==> config.mk <==
export PLATFORM = sky130hd
export DESIGN_NAME = evdm_ctrl
export DESIGN_NICKNAME = d
export VERILOG_FILES = /design/src/rtl/evdm_pkg.sv /design/src/rtl/evdm_ctrl.sv
export SDC_FILE = /design/constraint.sdc
export NUM_CORES = 1
export LEC_CHECK = 0
export ABC_AREA = 0
export BUFFER_PORTS_ARGS = -buffer_cell sky130_fd_sc_hd__buf_2
export CAP_MARGIN = 30
export CORE_AREA = 5 5 42 44
export DETAILED_ROUTE_END_ITERATION = 16
export DIE_AREA = 0 0 47 49
export GPL_ROUTABILITY_DRIVEN = 0
export PLACE_DENSITY = 0.65
export SYNTH_ARGS = -nofsm -noshare
export SYNTH_HDL_FRONTEND = slang
export SYNTH_SLANG_ARGS = --single-unit
==> constraint.sdc <==
create_clock -name clk -period 1.9 [get_ports clk]
set_input_delay 0.095 -clock clk [delete_from_list [all_inputs] [get_ports clk]]
set_output_delay 0.095 -clock clk [all_outputs]
set_load 0.05 [all_outputs]
==> src/rtl/evdm_pkg.sv <==
package evdm_pkg;

  localparam int DEF_MAX_WIDTH  = 512;
  localparam int DEF_MAX_HEIGHT = 512;

  localparam int OP_W       = 2;
  localparam int COORD_W    = 9;
  localparam int SIZE_W     = 10;
  localparam int MARK_W     = 8;
  localparam int CFG_IDX_W  = 2;
  localparam int CFG_DATA_W = 10;
  localparam int EPOCH_W    = 4;
  localparam int STEP_W     = 4;

  localparam logic [SIZE_W-1:0] FRAME_WIDTH_RST  = 10'd346;
  localparam logic [SIZE_W-1:0] FRAME_HEIGHT_RST = 10'd260;
  localparam logic [MARK_W-1:0] MARK_VALUE_RST   = 8'd100;

  typedef enum logic [OP_W-1:0] {
    OP_EVENT = 2'd0,
    OP_READ  = 2'd1,
    OP_CLEAR = 2'd2
  } op_t;

  typedef enum logic [CFG_IDX_W-1:0] {
    CFG_FRAME_WIDTH  = 2'd0,
    CFG_FRAME_HEIGHT = 2'd1,
    CFG_MARK_VALUE   = 2'd2
  } cfg_idx_t;

  // Commands from the controller to the datapath.
  typedef struct packed {
    logic item_load;
    logic evt_rd;
    logic rd_issue;
    logic out_load;
    logic epoch_inc;
    logic clr_start;
    logic clr_step;
  } evdm_cmd_t;

  // Status from the datapath back to the controller.
  typedef struct packed {
    logic step_last;
    logic epoch_full;
    logic clr_done;
  } evdm_sts_t;

endpackage

==> src/rtl/evdm_ctrl.sv <==
module evdm_ctrl (
  input  logic                            clk,
  input  logic                            rst_n,
  input  logic                            in_valid,
  input  logic [evdm_pkg::OP_W-1:0]       in_op,
  output logic                            in_stall,
  output logic                            out_valid,
  input  logic                            out_stall,
  input  evdm_pkg::evdm_sts_t             sts,
  output evdm_pkg::evdm_cmd_t             cmd
);

  typedef enum logic [4:0] {
    S_CLR     = 5'b00001,
    S_IDLE    = 5'b00010,
    S_EVT     = 5'b00100,
    S_RD_REQ  = 5'b01000,
    S_RD_DATA = 5'b10000
  } state_t;

  state_t state_r, state_nxt;
  logic   out_valid_r, out_valid_nxt;

  assign in_stall  = (state_r != S_IDLE);
  assign out_valid = out_valid_r;

  always_comb begin
    state_nxt = state_r;
    cmd       = '0;
    unique case (state_r)
      S_CLR: begin
        cmd.clr_step = 1'b1;
        if (sts.clr_done) begin
          state_nxt = S_IDLE;
        end
      end
      S_IDLE: begin
        if (in_valid) begin
          cmd.item_load = 1'b1;
          case (evdm_pkg::op_t'(in_op))
            evdm_pkg::OP_EVENT: state_nxt = S_EVT;
            evdm_pkg::OP_READ:  state_nxt = S_RD_REQ;
            evdm_pkg::OP_CLEAR: begin
              // Tags run out after the last epoch; only then is the map swept.
              if (sts.epoch_full) begin
                cmd.clr_start = 1'b1;
                state_nxt     = S_CLR;
              end else begin
                cmd.epoch_inc = 1'b1;
              end
            end
            default: state_nxt = S_IDLE;
          endcase
        end
      end
      S_EVT: begin
        cmd.evt_rd = 1'b1;
        if (sts.step_last) begin
          state_nxt = S_IDLE;
        end
      end
      S_RD_REQ: begin
        cmd.rd_issue = 1'b1;
        state_nxt    = S_RD_DATA;
      end
      S_RD_DATA: begin
        if (!out_valid_r || !out_stall) begin
          cmd.out_load = 1'b1;
          state_nxt    = S_IDLE;
        end
      end
      default: state_nxt = S_CLR;
    endcase
  end

  always_comb begin
    out_valid_nxt = out_valid_r && out_stall;
    if (cmd.out_load) begin
      out_valid_nxt = 1'b1;
    end
  end

  always_ff @(posedge clk) begin
    if (!rst_n) begin
      state_r     <= S_CLR;
      out_valid_r <= 1'b0;
    end else begin
      state_r     <= state_nxt;
      out_valid_r <= out_valid_nxt;
    end
  end

endmodule

==> run metrics, run 1 <==
CTS HTree Levels 1; Sw Ratio 0.470; max-slew violations 0; fin crit share 0.935; status finished clean; CTS resizes 0; CTS Buffer Depth 2; Reg clk slew, reported paths 0.04 ns; actual slew at the worst max-slew pin 0.417 ns; post-synth top area share 0.230; fin crit period 1.78 ns; All-Layer GR Usage 0.116; final setup fails 0; hold wc startpoint in_op[0]; die area 2300 um2; Critical Path End cmd[1]; FF-to-FF setup slack 0.28 ns; CTS tree built; Max transition margin 0.722; Synth Instances 64; Sw Pwr 351 uW; clk root buf clkbuf_4; kind of critical path reg2out; fraction of layout cells with a size suffix above 1 0.378; sequential power share 0.300; Worst Reg-to-Reg Cells 5; Peak Freq 563 MHz; die span in y 49 um; skew final 0.00176 ns; row cnt 14; max-cap viol count 0; leakage power 0.000290 uW; RSZ-0062 raised after global routing no; Fin Setup TNS 0 ns; Syn. warnings 0; Clock power frac 0.156; DRT iter0 DRCs 17; DRC viols 0; fin area 623 um2; n_diodes 0; placed cell areas 586 um2; Cell variety after synth 29; sequential-to-total area share from yosys stat 0.230; required time of the critical path 1.80 ns; gr ovfl total 0; global-route wire length before repair 1.95 mm; vias in the first global route 465; Synth-to-Final Area Change 19.1%; wire length per cell 12.2 um; nets@finish 93; Int Power 396 uW; Routed WL 1.20 mm; maximum vdd drop 589 uV; worst-path cell chain nor4_4, and3_2, and3_1, buf_2; pin count of the biggest net entering global routing 13; via density per instance 5.49; post-layout util 0.445; Initial Util 0.373; core area 1400 um2; Clk Latency, worst-skew pair 0.24 ns; CP startpoint state_r[2]; top post-synthesis cells by area dfxtp_1 (23%), buf_6 (8.6%), nor2_1 (5.7%); Synth Cell Area 523 um2; Worst setup SP type flop; CTS sink count 6; Tightest Hold Check Type in2reg; syn_nets 73; Worst Path Arrival 1.68 ns; die width 47 um; average size of a mapped cell 8.17 um2; DR vias 538; Crit Path Max Fanout 12; reg2reg start state_r[2]; Worst path max stage delay 0.42 ns; Fin. Hold Viols 0; initial antenna violation count 0; combinational power share 0.543; P per Cell Area 1200 nW/um2; Yosys top cell by area dfxtp_1; Port-buffer cells 17; Critical R2R Capture state_r[2]; #FFs+latches synth 6; CP Capture Type primary output; slowest CP cell dfxtp_1; I/O Pins 18; CTS Buf Count 3; DR pass1 iterations 4; Post-DRT Antenna Nets 0
## cell usage in the layout (no fill, tap or decap)
cell type / netlist / routed
or3_1: 1 / 1
or3_2: 1 / 1
and4_2: 1 / 1
a21oi_1: 2 / 2
and4b_2: 1 / 1
and3_1: 4 / 4
o21ai_0: 4 / 4
o211ai_1: 1 / 1
dfxtp_1: 6 / 6
mux2i_1: 2 / 2
buf_2: 1 / 17
nor4_4: 1 / 1
nor3b_1: 3 / 3
nor3_1: 1 / 1
xor2_1: 2 / 2
and3_2: 2 / 2
nor2b_1: 2 / 2
nand2_1: 4 / 4
o21a_1: 2 / 2
and2_1: 1 / 1
o221ai_2: 1 / 1
nand2_2: 1 / 1
a32oi_1: 1 / 1
a21boi_0: 1 / 1
nor2_1: 8 / 8
o211a_1: 1 / 1
clkbuf_4: 0 / 3
buf_4: 0 / 3
nand3_1: 4 / 4
or2b_1: 1 / 1
## repair_timing
action	in CTS	in global routing
hold buffers	0	0
setup endpoints to repair	0	2
buffers inserted	0	2
## kinds of logic after synthesis
group | after synthesis | synth area share
AND/OR/NAND/NOR | 36 | 0.423
buffers and inverters | 5 | 0.0957
flip-flops | 6 | 0.230
XOR/XNOR | 2 | 0.0335
AO/OA/AOI/OAI | 13 | 0.179
multiplexers | 2 | 0.0383
## worst max-delay path, delay by kind of cell, from the launching register on
family        cells  cell delay, ns
buf+inv           1            0.25
flops             1            0.42
simple gates      3            0.76
## Yosys cell counts
cell type / n
buf_2: 1
o211a_1: 1
nand2_2: 1
and3_1: 4
dfxtp_1: 6
and4_2: 1
buf_6: 4
or3_2: 1
nor2_1: 8
nand3_1: 4
o21ai_0: 4
xor2_1: 2
or2b_1: 1
a21oi_1: 2
nand2_1: 4
or3_1: 1
and3_2: 2
nor4_4: 1
nor3_1: 1
o211ai_1: 1
mux2i_1: 2
nor3b_1: 3
o221ai_2: 1
nor2b_1: 2
a32oi_1: 1
a21boi_0: 1
o21a_1: 2
and4b_2: 1
and2_1: 1
## final cells by class
class | count | area, um2
sequential | 6 | 120
multi-input combinational | 53 | 353
clock buffer | 3 | 22.5
fill | 146 | 778
timing repair buffer | 20 | 108
tap | 16 | 20.0
## sequential cells by signal, summed over array words and instances, names as in the netlist
signal	count
state_r	5
out_valid	1
## through the flow
step / instances / total power [uW] / hold WS, ns / setup WS (ns)
2_1_floorplan: 64 / 545 / 0.213 / 0.111
3_3_place_gp: 93 / 597 / 0.390 / 0.362
4_1_cts: 96 / 720 / 0.135 / 0.0415
3_5_place_dp: 93 / 598 / 0.392 / 0.312
5_1_grt: 98 / 808 / 0.133 / 0.0200
6_report: 98 / 747 / 0.142 / 0.123
## per-layer routing
| metal | vias to the layer above | GRT usage | share of wire |
|---|---|---|---|
| li1 | 269 | - | - |
| met1 | 237 | 0.174 | 0.47 |
| met2 | 28 | 0.147 | 0.41 |
| met3 | 4 | 0.0221 | 0.11 |
| met4 | 0 | 0.0691 | 0.016 |
| met5 | - | 0 | 0 |
## how the worst min path moves through the flow
stage,end,depth (start not counted)
finish,state_r[3],3
global route,state_r[3],3
CTS,state_r[3],3
detailed placement,state_r[3],3
global placement,state_r[3],3
floorplan,state_r[4],1
## power by group through the flow
stage | registers [uW] | clock network (uW) | logic (uW)
5_1_grt | 235 | 128 | 444
3_3_place_gp | 224 | 0 | 373
2_1_floorplan | 171 | 0 | 374
6_report | 224 | 117 | 406
4_1_cts | 221 | 122 | 377
3_5_place_dp | 223 | 0 | 375
No activity file was read; power rests on OpenSTA's default activity.
==> inputs of run 2 (changes only) <==
--- a/config.mk
+++ b/config.mk
@@ -8,11 +8,12 @@
 export ABC_AREA = 0
 export BUFFER_PORTS_ARGS = -buffer_cell sky130_fd_sc_hd__buf_2
 export CAP_MARGIN = 30
-export CORE_AREA = 5 5 42 44
+export CORE_AREA = 2 2 39 41
 export DETAILED_ROUTE_END_ITERATION = 16
-export DIE_AREA = 0 0 47 49
+export DIE_AREA = 0 0 41 43
 export GPL_ROUTABILITY_DRIVEN = 0
 export PLACE_DENSITY = 0.65
+export SKIP_LAST_GASP = 1
 export SYNTH_ARGS = -nofsm -noshare
 export SYNTH_HDL_FRONTEND = slang
 export SYNTH_SLANG_ARGS = --single-unit
==> run metrics, run 2 (synthesized netlist as in run 1, its figures left out) <==
Peak Freq 568 MHz; n_diodes 0; global-route wire length before repair 1.83 mm; gr ovfl total 0; die area 1760 um2; max-cap viol count 0; Finished Layout Cells 97; Synth-to-Final Area Change 18.9%; CTS Buffer Depth 2; Initial Util 0.378; required time of the critical path 1.80 ns; DRC viols 0; fin crit share 0.926; hold depth 3; die span in y 43 um; Reg clk slew, reported paths 0.04 ns; row cnt 14; kind of critical path reg2out; Crit Path Max Fanout 12; leakage power 0.000284 uW; CTS sink count 6; P per Cell Area 1170 nW/um2; clk root buf clkbuf_4; DP Worst Slack 0.293 ns; placed insts 93; core area 1380 um2; worst setup margin 0.140 ns; max reg flops 5; CTS tree built; CP Capture Type primary output; max-slew violations 0; Clk Latency, worst-skew pair 0.24 ns; pin count of the biggest net entering global routing 13; status finished clean; vias in the first global route 474; Worst setup SP type flop; CTS HTree Levels 1; Worst Reg-to-Reg Cells 5; RSZ-0062 raised after global routing no; initial antenna violation count 0; cts hold-fix bufs 0; fin crit period 1.76 ns; skew final 0.00328 ns; I/O Pins 18; maximum vdd drop 516 uV; Worst Path Arrival 1.66 ns; Tightest Hold Check Type in2reg; commonest non-fill, non-tap cells in the layout buf_2 (15), nor2_1 (8), clkbuf_4 (5), dfxtp_1 (5); most common cell after layout, fill and taps aside buf_2; actual slew at the worst max-slew pin 0.418 ns; Port-buffer cells 17; Max transition margin 0.721; final setup fails 0; All-Layer GR Usage 0.154; DR vias 518; Fin Setup TNS 0 ns; DRT iter0 DRCs 5; via density per instance 5.34; Fin. Hold Viols 0; Largest Register state_r; dpl hpwl 908 um; nets@finish 92; wire length per cell 12.2 um; fraction of layout cells with a size suffix above 1 0.383; die width 41 um; Routed WL 1.18 mm; DR pass1 iterations 4; CTS Buf Count 3; Post-DRT Antenna Nets 0
-- run 2: layout make-up --
cell class,instances,area [um2]
timing repair buffer,19,105
fill,149,762
tap,16,20.0
clock buffer,3,22.5
multi-input combinational,53,353
sequential,6,121
-- run 2: path summary, 6_finish.rpt --
kind                            startpoint          to  slack, ns
worst min-delay path              in_op[1]  state_r[3]       0.14
worst max register to register  state_r[2]  state_r[2]       0.27
worst max-delay path            state_r[2]      cmd[1]       0.14
worst min register to register   out_valid   out_valid       0.53
-- run 2: timing repair --
| action | 4_1_cts | 5_1_grt |
|---|---|---|
| gates resized for setup | 0 | 3 |
| buffers inserted | 0 | 1 |
| endpoints found under the setup margin | 0 | 2 |
-- run 2: per-layer routing --
| layer | track usage | wire length, um | up-vias |
|---|---|---|---|
| met4 | 0.153 | 19 | 0 |
| met2 | 0.225 | 609 | 12 |
| met3 | 0 | 29 | 2 |
| met1 | 0.188 | 520 | 231 |
| li1 | - | - | 273 |
| met5 | 0 | 0 | - |
-- run 2: worst max-delay path, stage by stage, from the launching register on --
cell	delay, ns
dfxtp_2	0.38
nor4_4	0.41
and3_2	0.25
and3_1	0.15
clkbuf_4	0.22
-- run 2: metrics by stage --
step,utilization,total power (uW),cell area (um2),hold WS [ns]
floorplan,-,545,523,0.213
global placement,0.423,592,586,0.387
detailed placement,0.423,596,586,0.392
CTS,0.439,718,608,0.129
global route,0.449,775,622,0.151
finish,0.449,729,622,0.139
-- run 2: report_power, final --
part / internal, uW / switching, uW
sequential: 150 / 73.1
clock: 71.2 / 41.9
combinational: 163 / 230
total: 384 / 345
==> inputs of run 3 (changes only) <==
--- a/config.mk
+++ b/config.mk
@@ -12,7 +12,7 @@
 export DETAILED_ROUTE_END_ITERATION = 16
 export DIE_AREA = 0 0 41 43
 export GPL_ROUTABILITY_DRIVEN = 0
-export PLACE_DENSITY = 0.65
+export PLACE_DENSITY = 0.68
 export SKIP_LAST_GASP = 1
 export SYNTH_ARGS = -nofsm -noshare
 export SYNTH_HDL_FRONTEND = slang
==> constraint.sdc (replaced) <==
create_clock -name clk -period 1.5 [get_ports clk]
set_input_delay 0.075 -clock clk [delete_from_list [all_inputs] [get_ports clk]]
set_output_delay 0.075 -clock clk [all_outputs]
set_load 0.05 [all_outputs]
==> run metrics, run 3 (synthesized netlist as in run 1, its figures left out) <==
Worst Reg-to-Reg Cells 6; Peak Freq 670 MHz; gr busiest metal met2; Reg clk slew, reported paths 0.05 ns; kind of critical path reg2reg; most common cell after layout, fill and taps aside buf_2; worst-path cell chain nor4_4, buf_4, buf_4, nand2_4, or3_1, mux2i_1; multi-input logic area 399 um2; fin crit period 1.49 ns; CTS Buf Count 3; fin area 751 um2; skew final 0.00323 ns; grt met3 use 0.0366; nets@finish 98; commonest non-fill, non-tap cells in the layout buf_2 (11), buf_4 (9), nor2_1 (5); DRT iter0 DRCs 12; DRC viols 0; die area 1760 um2; Fin. Hold Viols 0; WHS Endpoint state_r[3]; die span in y 43 um; Worst setup SP type flop; Post-DRT Antenna Nets 0; dpl hpwl 959 um; final setup fails 0; Reg area 126 um2; reg2reg start state_r[3]; Tightest Hold Check Type in2reg; gr ovfl total 0; global-route wire length before repair 2.04 mm; leakage power 0.000329 uW; CTS sink count 6; fin crit share 0.995; max-cap viol count 0; CP most frequent cell buf_4; vias in the first global route 523; Filler cells 134; required time of the critical path 1.67 ns; Top delay family on crit path simple AND/OR/NAND/NOR gates; RSZ-0062 raised after global routing yes; cts hold-fix bufs 0; die width 41 um; Clk Latency, worst-skew pair 0.25 ns; maximum vdd drop 841 uV; wire length per cell 12.3 um; clk root buf clkbuf_4; CP Capture Type flop; hold depth 3; n_diodes 0; actual slew at the worst max-slew pin 0.307 ns; core area 1380 um2; Max transition margin 0.795; placed cell areas 641 um2; CTS tree built; pin count of the biggest net entering global routing 11; Critical R2R Capture state_r[2]; P per Cell Area 1450 nW/um2; I/O Pins 18; Largest Register state_r; Synth-to-Final Area Change 43.5%; status finished clean; fraction of layout cells with a size suffix above 1 0.517; met2 GRT Util 0.256; max-slew violations 0; cell depth of the worst setup path 6; CTS Buffer Depth 2; initial antenna violation count 0; FF-to-FF setup slack 0.008 ns; max reg flops 5; Port-buffer cells 17; via density per instance 5.48; Crit path buffers/inverters 2; DR pass1 iterations 4; Initial Util 0.378; Final Total Pwr 1090 uW; hold wc startpoint in_op[0]; M1 GR Usage 0.199; Routed WL 1.26 mm; Worst Path Arrival 1.66 ns; All-Layer GR Usage 0.169; Worst path max stage delay 0.34 ns; row cnt 14; slowest CP cell dfxtp_2; Crit Path Max Fanout 3; CTS HTree Levels 1; DR vias 564
run 3: layer usage:
metal / vias to the layer above / routed length (um)
met1: 258 / 553
met5: - / 0
li1: 283 / -
met3: 4 / 69
met4: 0 / 30
met2: 19 / 608
run 3: through the flow:
stage          setup slack, ns  TNS (ns)  cells  utilization  hold WS, ns
2_1_floorplan          -0.0458   -0.0458     64            -        0.193
3_3_place_gp            0.0530         0     98        0.463        0.359
3_5_place_dp            0.0375         0     98        0.463        0.365
4_1_cts                -0.0276   -0.0682    103        0.512       0.0978
5_1_grt                -0.0728    -0.272    103        0.542        0.116
6_report               0.00823         0    103        0.542       0.0986
run 3: area by class of cell:
type / count / share of cell area
Clock buffer: 3 / 0.0300
Multi-Input combinational cell: 53 / 0.532
Sequential cell: 6 / 0.168
Tap cell: 16 / 0.0267
Timing Repair Buffer: 25 / 0.243
run 3: worst max-delay path by stage:
stage	start	to
final	state_r[3]	state_r[2]
after global routing	state_r[3]	cmd[2]
after CTS	state_r[0]	cmd[1]
after detailed placement	state_r[3]	state_r[2]
after global placement	state_r[3]	state_r[2]
after floorplan	state_r[3]	state_r[2]
run 3: repair_timing:
item | 4_1_cts | 5_1_grt
buffers inserted | 2 | 0
pin swaps | 2 | 2
setup endpoints to repair | 3 | 10
resized for setup | 10 | 14
run 3: tightest hold or removal path, delay by kind of cell:
| kind | cells | cell delay (ns) |
|---|---|---|
| buffers and inverters | 1 | 0.12 |
| AND/OR/NAND/NOR | 2 | 0.11 |
run 3: report_power, final:
part	total, uW	switching, uW	internal (uW)	leakage, uW
registers	247	48.1	199	0.0000500
logic	691	386	305	0.000265
clock network	153	62.0	90.7	0.0000138
